===== src/rtl/aesbcm_ram.sv =====
// ----------------------------------------------------------------------------
// aesbcm_ram
// Simple dual-port RAM: one write port, one read port with registered data.
// ----------------------------------------------------------------------------
module aesbcm_ram #(
   parameter int Width = 128,
   parameter int Depth = 15
) (
   input  logic                     clock,
   input  logic                     wr_en,
   input  logic [$clog2(Depth)-1:0] wr_addr,
   input  logic [Width-1:0]         wr_data,
   input  logic [$clog2(Depth)-1:0] rd_addr,
   output logic [Width-1:0]         rd_data
);

   logic [Width-1:0] mem_ff [Depth];
   logic [Width-1:0] rd_data_ff;

   // Write, and read with registered data
   always_ff @(posedge clock) begin
      if (wr_en) begin
         mem_ff[wr_addr] <= wr_data;
      end
      rd_data_ff <= mem_ff[rd_addr];
   end

   assign rd_data = rd_data_ff;

endmodule


===== config.mk =====
export PLATFORM = sky130hd
export DESIGN_NAME = aesbcm_ram
export DESIGN_NICKNAME = d
export VERILOG_FILES = /design/src/rtl/aesbcm_ram.sv
export SDC_FILE = /design/constraint.sdc
export NUM_CORES = 2
export LEC_CHECK = 0
export ABC_AREA = 1
export BUFFER_PORTS_ARGS = -buffer_cell sky130_fd_sc_hd__buf_2
export CELL_PAD_IN_SITES_DETAIL_PLACEMENT = 1
export CELL_PAD_IN_SITES_GLOBAL_PLACEMENT = 1
export CORE_MARGIN = 2
export CORE_UTILIZATION = 40
export DETAILED_ROUTE_END_ITERATION = 10
export HOLD_SLACK_MARGIN = 0.15
export PLACE_DENSITY_LB_ADDON = 0.05
export SLEW_MARGIN = 40
export SYNTH_ARGS = -nofsm -noshare
export SYNTH_HDL_FRONTEND = slang
export SYNTH_SLANG_ARGS = --single-unit
export TNS_END_PERCENT = 10

===== constraint.sdc =====
create_clock -name clock -period 9.35 [get_ports clock]
set_input_delay 0.935 -clock clock [delete_from_list [all_inputs] [get_ports clock]]
set_output_delay 0.935 -clock clock [all_outputs]
set_load 0.03 [all_outputs]

==> metrics.log <==
INFO  metric run_status = finished, final reports clean
INFO  metric synth_area = 0.0809 mm2
INFO  metric ant_nets = 0
INFO  metric cts_htree_levels = 4
INFO  metric synth_cells = 6,999
INFO  metric layout_common_cells = nand2_1, edfxtp_1, nand3_1
INFO  metric critical_path.max_fanout = 95
INFO  metric core_area = 0.201 mm2
INFO  metric area.growth.synth_to_final = 13.9%
INFO  metric routed_wl = 233,000 um
INFO  metric vias = 51,600
INFO  metric skew = 29.6 ps
INFO  metric hpwlAfterDp = 116,000 um
INFO  metric cts_buffers = 222
INFO  metric achievable-frequency = 0.317 GHz
INFO  metric global_route_wire_length_before_repair = 349,000 um
INFO  metric power.total = 20.0 mW
INFO  metric syn-num-nets = 7,137
INFO  metric crit_path_frequent_cell = nand2_1
INFO  metric p_leak = 35.4 nW
INFO  metric timing.reg2reg.worst_path_depth = 6
INFO  metric pin_count_of_the_biggest_net_entering_global_routing = 173
INFO  metric seq_area = 0.0602 mm2
INFO  metric floorplan.die_area = 0.206 mm2
INFO  metric routed_length_per_placed_instance = 23.2 um
INFO  metric fin_crit = 3160 ps
INFO  metric ys_warn_count = 0
INFO  metric synth.lib_cells_used.distinct = 18
INFO  metric multiInputGateArea = 0.0175 mm2
INFO  metric port-buffer-count = 265
INFO  metric cts_tree = done
INFO  metric hold_path_depth = 3
INFO  metric layout-drive-gt1-share = 9.40%
INFO  metric worstPathArrival = 3840 ps
INFO  metric post-place-cells = 9,631
INFO  metric path_delay_family = buffers and inverters
INFO  metric clock_tree.buffer_depth = 3
INFO  metric hold_path_startpoint = rd_addr[3]
INFO  metric dpl-instance-area = 0.0851 mm2
INFO  metric timing.rr.start = mem_ff[3][36]
INFO  metric initial_core_util = 40.1%
INFO  metric drt-initial-drc-count = 3,192
INFO  metric cts-hold-fix-buffers = 0
INFO  metric timing.rr.end = rd_data[36]
INFO  metric ys_ff_latch = 2,048
INFO  metric max-slew-margin-rel = 41.0%
INFO  metric grt_setup_unrepaired = no
INFO  metric drt-pass1-iter-count = 5
INFO  metric final-max-slew-violation-count = 0
INFO  metric clock-sinks = 2,048
INFO  metric yosysSeqAreaShare = 74.5%
INFO  metric post_cts_resize_count = 0
INFO  metric path_cells = buf_8 -> inv_8 -> buf_4 -> buf_4 -> nand3_1 -> nand2_1 -> nand2_1 -> nand3_1 -> nand2_1
INFO  metric grt_remaining_overflow = 0
INFO  metric timing_hold_violations_final = 0
INFO  metric num_rows = 165
INFO  metric worst_hold_path_type = in -> reg
INFO  metric setup_total_negative_slack = 0 ps
INFO  metric critPathCaptureType = flip-flop
INFO  metric cts_setup_buffers = 0
INFO  metric timing_worst_slew_pin_value = 885 ps
INFO  metric die_y = 454 um
INFO  metric grt_antenna_before_repair = 47
INFO  metric power.density = 217 mW/mm2
INFO  metric gp_congestion = 0.710
INFO  metric cp.required = 10,030 ps
INFO  metric drc = 0
INFO  metric layout.cell_area.non_filler = 0.0921 mm2
INFO  metric critical-path-max-stage-delay = 670 ps
INFO  metric final_net_count = 7,325
INFO  metric finalSetupViolations = 0
INFO  metric cp_class = in -> reg
INFO  metric path_clk_slew = 60 ps
INFO  metric chipWidth = 454 um
INFO  metric clk-insertion-delay-late = 860 ps
INFO  metric timing.hold.ws = 431 ps
INFO  metric cts.root.buffer_cell = clkbuf_16
INFO  metric n_fill_cell = 21,300
INFO  metric routed_via_density = 5.13
INFO  metric slowest_stage = buf_4
INFO  metric syn-mean-instance-area = 11.6 um2
INFO  metric first_global_vias = 53,800
INFO  metric vdd_ir_drop_max = 147 uV
INFO  metric setup.worst_path.start_class = primary input
INFO  metric drv_cap = 0
INFO  metric timing.reg2reg.setup_slack = 8170 ps
INFO  metric grt.total_usage = 22.7%
INFO  metric worst-path-buf-inv = 4
INFO  metric final_min_period_over_clock_period = 33.8%
INFO  metric layout.cells.most_common = nand2_1
INFO  metric ioPinCount = 266
INFO  metric min_to = rd_data[66]
INFO  metric layoutNonFillerInstCount = 10,100
[cell type report]
type	instances	share of cell area (%)
tap	2672	3.63
timing repair buffer	360	3.06
multi-input combinational	4218	19.0
inverter	337	1.42
clock buffer	331	6.91
antenna	16	0.0435
sequential	2048	65.4
clock inverter	77	0.583
[cell usage after synthesis]
| cell type | count | share of area, % |
|---|---|---|
| nand2_1 | 2771 | 13 |
| edfxtp_1 | 1920 | 71 |
| nand3_1 | 1176 | 7.3 |
| inv_1 | 334 | 1.6 |
| buf_2 | 242 | 1.5 |
| nor2_1 | 242 | 1.1 |
| dfxtp_1 | 128 | 3.2 |
| clkbuf_1 | 75 | 0.35 |
| buf_4 | 39 | 0.36 |
| buf_1 | 32 | 0.15 |
| or2_2 | 20 | 0.15 |
| buf_6 | 7 | 0.097 |
| o21ai_0 | 6 | 0.037 |
| inv_2 | 2 | 0.0093 |
| nand3b_1 | 2 | 0.019 |
| buf_8 | 1 | 0.019 |
| inv_4 | 1 | 0.0077 |
| o21ai_1 | 1 | 0.0062 |
[tightest hold or removal path: stages]
cell	delay, ps
buf_8	150
nand2_1	100
nand2_1	40
[per-stage QoR]
stage	utilization (%)	worst slack (ps)
5_1_grt	45.7	5980
6_report	45.7	6190
2_1_floorplan	-	2260
4_1_cts	45.6	5990
3_5_place_dp	42.2	5050
3_3_place_gp	41.9	4680
[cells by family after synthesis]
| logic type | after synthesis | synth area share, % |
|---|---|---|
| flip-flops | 2048 | 74.5 |
| AND/OR/NAND/NOR | 4211 | 21.4 |
| buffers and inverters | 733 | 4.04 |
| AO/OA/AOI/OAI | 7 | 0.0433 |
[sequential cells by signal, summed over array words and instances, names as in the netlist]
register and count:
mem_ff 1920, rd_data 128
[power breakdown]
| group | leakage, nW | switching, mW | internal, mW |
|---|---|---|---|
| logic | 13.6 | 0.961 | 0.320 |
| registers | 18.4 | 0.0827 | 10.3 |
| clock network | 3.37 | 3.55 | 4.82 |
| total | 35.4 | 4.60 | 15.4 |
[how the worst max path moves through the flow]
stage                           from            end  slack [ps]  cells after the start
final                     rd_addr[1]    rd_data[36]        6190                      9
after global routing      rd_addr[0]    rd_data[17]        5980                     11
after detailed placement  rd_addr[0]    rd_data[74]        5050                      9
after global placement    rd_addr[0]    rd_data[74]        4680                      9
after CTS                 rd_addr[0]    rd_data[84]        5990                     10
after floorplan           wr_addr[2]  mem_ff[10][0]        2260                      2
[routing by layer]
layer / vias up / share of wire, % / GRT usage (%) / routed length [um]
met4: 40 / 2.1 / 6.57 / 4960
met2: 814 / 49 / 38.8 / 115000
met1: 26300 / 44 / 29.8 / 104000
li1: 24100 / - / - / -
met3: 343 / 4.0 / 3.62 / 9280
met5: - / 0.12 / 0 / 273
Note: power is estimated with default switching activity, not from simulation.
